--- src/sv/mrfq_pkg.sv ---
// ----------------------------------------------------------------------------
// mrfq_pkg
// Shared types and constants for the response frame queue: field widths,
// operation codes, the sequencer state type and the stored entry layout.
// ----------------------------------------------------------------------------
package mrfq_pkg;

    localparam int ID_W      = 11;
    localparam int EXP_W     = 12;
    localparam int PAYLOAD_W = 64;
    localparam int NODE_W    = 7;
    localparam int FILL_W    = 6;

    localparam logic [ID_W-1:0] BASE_RESET = 11'd1408;

    // operation codes
    localparam logic OP_PUSH = 1'b0;
    localparam logic OP_TAKE = 1'b1;

    // sequencer states, one-hot
    typedef enum logic [2:0] {
        S_IDLE  = 3'b001,
        S_SCAN  = 3'b010,
        S_SHIFT = 3'b100
    } t_state;

    // one stored frame
    typedef struct packed {
        logic [ID_W-1:0]      id;
        logic [PAYLOAD_W-1:0] payload;
    } t_entry;

endpackage

--- src/sv/mrfq_ram.sv ---
// ----------------------------------------------------------------------------
// mrfq_ram
// Frame store: one write port and one read port with registered read data.
// ----------------------------------------------------------------------------
module mrfq_ram
    import mrfq_pkg::*;
#(
    parameter int DEPTH  = 32,
    parameter int ADDR_W = 5
) (
    input  logic              i_clk,
    input  logic              i_we,
    input  logic [ADDR_W-1:0] i_waddr,
    input  t_entry            i_wdata,
    input  logic              i_re,
    input  logic [ADDR_W-1:0] i_raddr,
    output t_entry            o_rdata
);

    t_entry r_mem [DEPTH];
    t_entry r_rdata;

    // write port
    always_ff @(posedge i_clk) begin
        if (i_we) begin
            r_mem[i_waddr] <= i_wdata;
        end
    end

    // registered read port
    always_ff @(posedge i_clk) begin
        if (i_re) begin
            r_rdata <= r_mem[i_raddr];
        end
    end

    assign o_rdata = r_rdata;

endmodule

--- src/sv/match_remove_frame_queue_top.sv ---
// ----------------------------------------------------------------------------
// match_remove_frame_queue_top
// Push: result word in the cycle after start, busy stays low, one push a cycle
// while busy is low. Take: busy while the queue is scanned and, on a hit,
// compacted; entries are scanned and frames moved up one at a time through the
// single read port of the frame store; result word in the same cycle as busy
// falls. Receiver cannot stall; synchronous active-low reset empties the queue.
// ----------------------------------------------------------------------------
module match_remove_frame_queue_top
    import mrfq_pkg::*;
#(
    parameter int QUEUE_DEPTH = 32
) (
    input  logic                 i_clk,
    input  logic                 i_rst_n,
    // configuration
    input  logic                 i_cfg_we,
    input  logic [ID_W-1:0]      i_cfg_wdata,
    // command
    input  logic                 start,
    output logic                 busy,
    input  logic                 i_op,
    input  logic [ID_W-1:0]      i_frame_id,
    input  logic [PAYLOAD_W-1:0] i_frame_payload,
    input  logic [NODE_W-1:0]    i_node,
    // result
    output logic                 o_valid,
    output logic                 o_found,
    output logic [PAYLOAD_W-1:0] o_match_payload,
    output logic                 o_dropped_oldest,
    output logic [FILL_W-1:0]    o_fill_count
);

    localparam int PTR_W = (QUEUE_DEPTH > 1) ? $clog2(QUEUE_DEPTH) : 1;
    localparam int CNT_W = $clog2(QUEUE_DEPTH + 1);
    localparam logic [PTR_W-1:0] PTR_LAST = PTR_W'(QUEUE_DEPTH - 1);
    localparam logic [CNT_W-1:0] CNT_FULL = CNT_W'(QUEUE_DEPTH);

    // ring pointer helpers
    function automatic logic [PTR_W-1:0] ptr_inc(input logic [PTR_W-1:0] p);
        return (p == PTR_LAST) ? '0 : p + PTR_W'(1);
    endfunction

    function automatic logic [PTR_W-1:0] ptr_dec(input logic [PTR_W-1:0] p);
        return (p == '0) ? PTR_LAST : p - PTR_W'(1);
    endfunction

    t_state                 r_state, n_state;
    logic [ID_W-1:0]        r_base, n_base;
    logic [PTR_W-1:0]       r_rd_pos, n_rd_pos;
    logic [PTR_W-1:0]       r_wr_pos, n_wr_pos;
    logic [CNT_W-1:0]       r_count, n_count;
    logic [EXP_W-1:0]       r_expect, n_expect;
    logic [PTR_W-1:0]       r_iptr, n_iptr;
    logic [CNT_W-1:0]       r_icnt, n_icnt;
    logic [PTR_W-1:0]       r_cptr, n_cptr;
    logic [CNT_W-1:0]       r_cidx, n_cidx;
    logic                   r_pend, n_pend;
    logic                   r_valid, n_valid;
    logic                   r_found, n_found;
    logic [PAYLOAD_W-1:0]   r_mpay, n_mpay;
    logic                   r_drop, n_drop;

    // frame store request
    logic                   c_we;
    logic [PTR_W-1:0]       c_waddr;
    t_entry                 c_wdata;
    logic                   c_re;
    logic [PTR_W-1:0]       c_raddr;
    t_entry                 c_rdata;
    logic                   c_hit;

    mrfq_ram #(
        .DEPTH  (QUEUE_DEPTH),
        .ADDR_W (PTR_W)
    ) u_ram (
        .i_clk   (i_clk),
        .i_we    (c_we),
        .i_waddr (c_waddr),
        .i_wdata (c_wdata),
        .i_re    (c_re),
        .i_raddr (c_raddr),
        .o_rdata (c_rdata)
    );

    assign c_hit = r_pend && ({1'b0, c_rdata.id} == r_expect);

    // sequencer
    always_comb begin
        n_state  = r_state;
        n_base   = r_base;
        n_rd_pos = r_rd_pos;
        n_wr_pos = r_wr_pos;
        n_count  = r_count;
        n_expect = r_expect;
        n_iptr   = r_iptr;
        n_icnt   = r_icnt;
        n_cptr   = r_cptr;
        n_cidx   = r_cidx;
        n_pend   = r_pend;
        n_valid  = 1'b0;
        n_found  = r_found;
        n_mpay   = r_mpay;
        n_drop   = r_drop;
        c_we     = 1'b0;
        c_waddr  = r_wr_pos;
        c_wdata  = '{id: i_frame_id, payload: i_frame_payload};
        c_re     = 1'b0;
        c_raddr  = r_iptr;

        if (i_cfg_we) begin
            n_base = i_cfg_wdata;
        end

        unique case (r_state)
            S_IDLE: begin
                if (start) begin
                    if (i_op == OP_PUSH) begin
                        // append, dropping the oldest frame when full
                        c_we     = 1'b1;
                        n_wr_pos = ptr_inc(r_wr_pos);
                        n_found  = 1'b0;
                        n_mpay   = '0;
                        n_valid  = 1'b1;
                        if (r_count == CNT_FULL) begin
                            n_rd_pos = ptr_inc(r_rd_pos);
                            n_drop   = 1'b1;
                        end else begin
                            n_count = r_count + CNT_W'(1);
                            n_drop  = 1'b0;
                        end
                    end else begin
                        n_expect = {1'b0, r_base} + EXP_W'(i_node);
                        n_iptr   = r_rd_pos;
                        n_icnt   = '0;
                        n_cptr   = r_rd_pos;
                        n_cidx   = '0;
                        n_pend   = 1'b0;
                        n_state  = S_SCAN;
                    end
                end
            end

            S_SCAN: begin
                // issue the next read each cycle
                if (r_icnt < r_count) begin
                    c_re   = 1'b1;
                    n_iptr = ptr_inc(r_iptr);
                    n_icnt = r_icnt + CNT_W'(1);
                    n_pend = 1'b1;
                end else begin
                    n_pend = 1'b0;
                end

                if (r_count == '0) begin
                    // empty queue: nothing to find
                    n_found = 1'b0;
                    n_mpay  = '0;
                    n_drop  = 1'b0;
                    n_valid = 1'b1;
                    n_pend  = 1'b0;
                    n_state = S_IDLE;
                end else if (c_hit) begin
                    // first match: take it and start closing the gap
                    n_found = 1'b1;
                    n_mpay  = c_rdata.payload;
                    n_drop  = 1'b0;
                    n_iptr  = ptr_inc(r_cptr);
                    n_icnt  = r_cidx + CNT_W'(1);
                    n_pend  = 1'b0;
                    n_state = S_SHIFT;
                end else if (r_pend) begin
                    n_cptr = ptr_inc(r_cptr);
                    n_cidx = r_cidx + CNT_W'(1);
                    if (r_cidx == r_count - CNT_W'(1)) begin
                        n_found = 1'b0;
                        n_mpay  = '0;
                        n_drop  = 1'b0;
                        n_valid = 1'b1;
                        n_pend  = 1'b0;
                        n_state = S_IDLE;
                    end
                end
            end

            S_SHIFT: begin
                // write back the entry read last cycle one place earlier
                if (r_pend) begin
                    c_we    = 1'b1;
                    c_waddr = r_cptr;
                    c_wdata = c_rdata;
                    n_cptr  = ptr_inc(r_cptr);
                end
                if (r_icnt < r_count) begin
                    c_re   = 1'b1;
                    n_iptr = ptr_inc(r_iptr);
                    n_icnt = r_icnt + CNT_W'(1);
                    n_pend = 1'b1;
                end else begin
                    n_pend = 1'b0;
                end
                if (!r_pend && !(r_icnt < r_count)) begin
                    n_wr_pos = ptr_dec(r_wr_pos);
                    n_count  = r_count - CNT_W'(1);
                    n_valid  = 1'b1;
                    n_state  = S_IDLE;
                end
            end

            default: begin
                n_state = S_IDLE;
            end
        endcase
    end

    // control registers
    always_ff @(posedge i_clk) begin
        if (!i_rst_n) begin
            r_state  <= S_IDLE;
            r_base   <= BASE_RESET;
            r_rd_pos <= '0;
            r_wr_pos <= '0;
            r_count  <= '0;
            r_pend   <= 1'b0;
            r_valid  <= 1'b0;
        end else begin
            r_state  <= n_state;
            r_base   <= n_base;
            r_rd_pos <= n_rd_pos;
            r_wr_pos <= n_wr_pos;
            r_count  <= n_count;
            r_pend   <= n_pend;
            r_valid  <= n_valid;
        end
    end

    // working and result registers
    always_ff @(posedge i_clk) begin
        r_expect <= n_expect;
        r_iptr   <= n_iptr;
        r_icnt   <= n_icnt;
        r_cptr   <= n_cptr;
        r_cidx   <= n_cidx;
        r_found  <= n_found;
        r_mpay   <= n_mpay;
        r_drop   <= n_drop;
    end

    assign busy             = (r_state != S_IDLE);
    assign o_valid          = r_valid;
    assign o_found          = r_found;
    assign o_match_payload  = r_mpay;
    assign o_dropped_oldest = r_drop;
    assign o_fill_count     = FILL_W'(r_count);

`ifndef SYNTH
    // a result word always comes back with the sequencer idle
    a_valid_idle: assert property (@(posedge i_clk) disable iff (!i_rst_n)
        o_valid |-> !busy)
        else $error("result strobed while sequencer busy");

    // the queue never holds more than its depth
    a_count_max: assert property (@(posedge i_clk) disable iff (!i_rst_n)
        r_count <= CNT_FULL)
        else $error("fill count above queue depth");

    // compaction only runs on a non-empty queue
    a_shift_nonempty: assert property (@(posedge i_clk) disable iff (!i_rst_n)
        (r_state == S_SHIFT) |-> (r_count != '0))
        else $error("compaction on empty queue");

    // a drop leaves the queue full
    a_drop_full: assert property (@(posedge i_clk) disable iff (!i_rst_n)
        (o_valid && o_dropped_oldest) |-> (r_count == CNT_FULL))
        else $error("drop reported with queue not full");
`endif

endmodule

--- config.mk ---
export PLATFORM = sky130hd
export DESIGN_NAME = match_remove_frame_queue_top
export DESIGN_NICKNAME = d
export VERILOG_FILES = /design/src/sv/mrfq_pkg.sv /design/src/sv/mrfq_ram.sv /design/src/sv/match_remove_frame_queue_top.sv
export SDC_FILE = /design/constraint.sdc
export NUM_CORES = 2
export LEC_CHECK = 0
export ABC_AREA = 1
export BUFFER_PORTS_ARGS = -buffer_cell sky130_fd_sc_hd__buf_2
export CELL_PAD_IN_SITES_DETAIL_PLACEMENT = 1
export CELL_PAD_IN_SITES_GLOBAL_PLACEMENT = 2
export CORE_MARGIN = 2
export CORE_UTILIZATION = 30
export CTS_CLUSTER_DIAMETER = 50
export DETAILED_ROUTE_END_ITERATION = 6
export GPL_TIMING_DRIVEN = 1
export PLACE_DENSITY_LB_ADDON = 0.1
export RECOVER_POWER = 25
export SLEW_MARGIN = 25
export SYNTH_ARGS = -nofsm -noshare
export SYNTH_HDL_FRONTEND = slang
export SYNTH_SLANG_ARGS = --single-unit
--- constraint.sdc ---
create_clock -name i_clk -period 6.8 [get_ports i_clk]
set_clock_uncertainty 0.2 [all_clocks]
set_input_delay 1.36 -clock i_clk [delete_from_list [all_inputs] [get_ports i_clk]]
set_output_delay 1.36 -clock i_clk [all_outputs]
set_load 0.02 [all_outputs]
==> reports/metrics.csv <==
stage,metric,value,unit
clock_tree,insertion_delay,0.94,ns
run,maxCapViolations,34,
outcome,status,"complete, but fails checks",
place,place.gp.congestion,0.7395,
yosys,synth-seq-cells,2607,
yosys,synthTopCellsByCount,"2575 x edfxtp_1, 1447 x nor2_1, 1285 x o21ai_0, 679 x nand2_1, 565 x o22ai_1",
pwr,peakVddDrop,0.1889,mV
pwr,p_int,31450,uW
sta,period_needed,5.411,ns
yosys,yosys_warnings,0,
floorplan,initial_utilization,30.10,%
place,port_buffers,171,
layout,fill_cells,35630,
yosys,synthFlopType,edfxtp_1,
pwr,p_sw,10740,uW
layout,utilization,36.01,%
global_route,antenna_found_initial,23,
yosys,synth_nets,8090,
yosys,synthSimpleGateAreaFrac,8.922,%
min_path,whs_path_depth,2,
yosys,synth_top_area_cell,edfxtp_1,
global_route,grt_first_pass_wirelength,519.3,mm
critical_path,r2r_setup_slack,1.39,ns
global_route,grt_pass1_vias,69870,
pwr,power_leakage,0.04040,uW
layout,area_delta_synth_final,19.63,%
clock_tree,cts_tree,yes,
yosys,ys_seq_area_share,75.57,%
place,dp_hpwl,191.6,mm
drt,ant_nets,0,
drt,vias,67470,
yosys,synth_compound_area_share,11.95,%
clock_tree,cts_max_level,5,
global_route,grt_max_degree,178,
place,place_worst_setup_slack,2.021,ns
yosys,synthArstFlopShare,0,%
layout,drive_gt1_share,11.68,%
layout,final_nets,8313,
layout,multi_input_area,0.02262,mm2
floorplan,dieWidth,590.4,um
critical_path,end_kind,flip-flop,
clock_tree,clock_path_buffers,4,
sta,slew_headroom,-102.3,%
floorplan,coreArea,0.3427,mm2
clock_tree,root_buffer,clkbuf_16,
pwr,power_density,341.9,mW/mm2
outcome,violations,"capacitance limit, slew limit",
critical_path,crit_type,flip-flop to flip-flop,
critical_path,reg2reg_depth,6,
yosys,synth_top_family_by_area,compound AO/OA/AOI/OAI gates,
sta,slew_violations,986,
sta,fin_crit_sh,79.58,%
floorplan,pin_count,172,
yosys,synth_mux_area_share,0.009703,%
sta,tightest_slew,3.035,ns
clock_tree,postCtsHoldBufs,0,
yosys,synth_top_area_share,74.95,%
floorplan,num_rows,215,
pwr,combPwrFrac,9.0,%
drt,drtIter0Drc,5452,
layout,seqCellArea,0.07796,mm2
yosys,synth_fa_ha_area_share,0.3347,%
sta,rsz0062_at_grt,false,
yosys,synth_area_per_cell,12.95,um2
clock_tree,post_cts_buffers,0,
sta,worst_slack,1.389,ns
clock_tree,cts_sinks,2607,
critical_path,cp.required,6.88,ns
drt,wl_per_cell,27.86,um
clock_tree,clk_pin_slew,0.05,ns
pwr,seq_power_share,42.5,%
pwr,pwr-share-clk,48.5,%
clock_tree,cts_made_buffers,383,
yosys,netlist_area,0.1032,mm2
yosys,synth_xor_area_share,0.2547,%
floorplan,die_h,590.4,um
global_route,gr-total-overflow,0,
clock_tree,cts_resized,0,
sta,finalSetupViolCount,0,
critical_path,critPathLaunchType,flip-flop,
drt,avgViaCountPerCell,5.156,
sta,clock.fmax,184.8,MHz
yosys,synth_most_common_cell,edfxtp_1,
sta,setup_tns,0,ns
yosys,synth_edf_count,2575,
sta,final-hold-violation-count,0,
drt,drc,0,
drt,drtPass1Iterations,6,
pwr,netSwitchingFraction,25.45,%
drt,drt-total-wl,364.6,mm
critical_path,cp_data_arrival_time,5.49,ns
yosys,synthTopCellsByArea,"edfxtp_1 75%, o21ai_0 6.2%, nor2_1 5.3%",
floorplan,die-area,0.3486,mm2
min_path,hold_path.class,flip-flop to flip-flop,
yosys,synth_cell_types,47,
yosys,synth_cells,7965,
global_route,gr-usage-all-layers,20.49,%
critical_path,cp_max_fo,62,
per-stage QoR:
stage	area [um2]	hold WS, ns	cells	power [uW]
3_5_place_dp	110500	0.2965	12350	22120
3_3_place_gp	110200	0.2881	12340	22070
4_1_cts	123800	0.3172	13070	42730
5_1_grt	123400	0.3364	13080	43660
2_1_floorplan	103200	0.2622	7965	20510
6_report	123400	0.3058	13090	42190
cell type report:
type / count / area share [%]
Antenna cell: 10 / 0.02028
Clock inverter: 275 / 2.663
Tap cell: 4557 / 4.620
Clock buffer: 440 / 8.076
Inverter: 175 / 0.5738
Sequential cell: 2607 / 63.17
Multi-Input combinational cell: 4634 / 18.33
Timing Repair Buffer: 387 / 2.545
cells by family (layout without fill, tap and decap cells):
group / Yosys count / in the layout
AOI/OAI and AO/OA: 2221 / 2221
DFF: 2607 / 2607
xor gates and xnor gates: 30 / 30
adders and majority gates: 27 / 27
buffers and inverters: 724 / 1277
and+or+nand+nor: 2355 / 2355
muxes: 1 / 1
other: 0 / 10
worst max-delay path, stage by stage (launching register included):
cell     delay [ns]
dfxtp_1        0.33
inv_1          0.08
nor3_4         0.47
inv_1          0.34
nor2_1         0.60
inv_8          0.36
o21ai_0        2.33
per-layer routing:
layer | global-route usage (%) | vias to the layer above | wire (um)
li1 | - | 30050 | -
met1 | 29.61 | 35550 | 173500
met2 | 32.59 | 1445 | 166500
met3 | 3.153 | 427 | 18080
met4 | 4.167 | 2 | 6458
met5 | 0 | - | 13
worst paths after layout:
check / from / endpoint
worst max-delay path: r_state[2]$_SDFFE_PN0P_ / u_ram.r_mem[5][43]$_DFFE_PP_
worst min-delay path: r_base[2]$_SDFFE_PN0P_ / r_base[2]$_SDFFE_PN0P_
worst max register to register: r_state[2]$_SDFFE_PN0P_ / u_ram.r_mem[5][43]$_DFFE_PP_
worst min register to register: r_base[2]$_SDFFE_PN0P_ / r_base[2]$_SDFFE_PN0P_
power groups by stage:
stage | Clock (uW) | Sequential (uW) | Combinational, uW
floorplan | 0 | 18300 | 2200
global placement | 0 | 18300 | 3820
detailed placement | 0 | 18300 | 3860
CTS | 20900 | 17900 | 3870
global route | 21500 | 17900 | 4180
finish | 20500 | 17900 | 3780
flip-flops by register name, summed over array words and instances (netlist names), 6 cells and up:
name and flops:
r_expect 12, r_cidx 6, r_icnt 6, o_match_payload 64, r_base 11, u_ram.r_mem 2400, o_fill_count 6, u_ram.o_rdata 75
layout by cell type (no fill, tap or decap), types with 5 or more instances in the layout:
master and count:
o21ai_4 14, buf_2 96, nand4_1 15, nand3_1 191, a31oi_1 30, inv_8 6
buf_16 7, o22ai_1 565, inv_6 26, o21ai_0 1266, xnor2_1 12, o31ai_1 14
clkinv_2 46, nand2_1 679, nor2_1 1416, xor2_1 18, a221oi_1 30, clkinv_8 9
buf_12 58, bufinv_16 53, a21oi_1 43, buf_4 116, clkinv_1 41, nor3_1 5
o21ai_2 22, ha_1 26, edfxtp_1 2575, clkbuf_16 390, dfxtp_1 32, inv_1 164
nor2_4 33, clkinv_4 36, diode_2 10, o21ai_1 150, clkinvlp_4 58, clkbuf_1 156
o221ai_1 67
No activity file was read; power rests on OpenSTA's default activity.
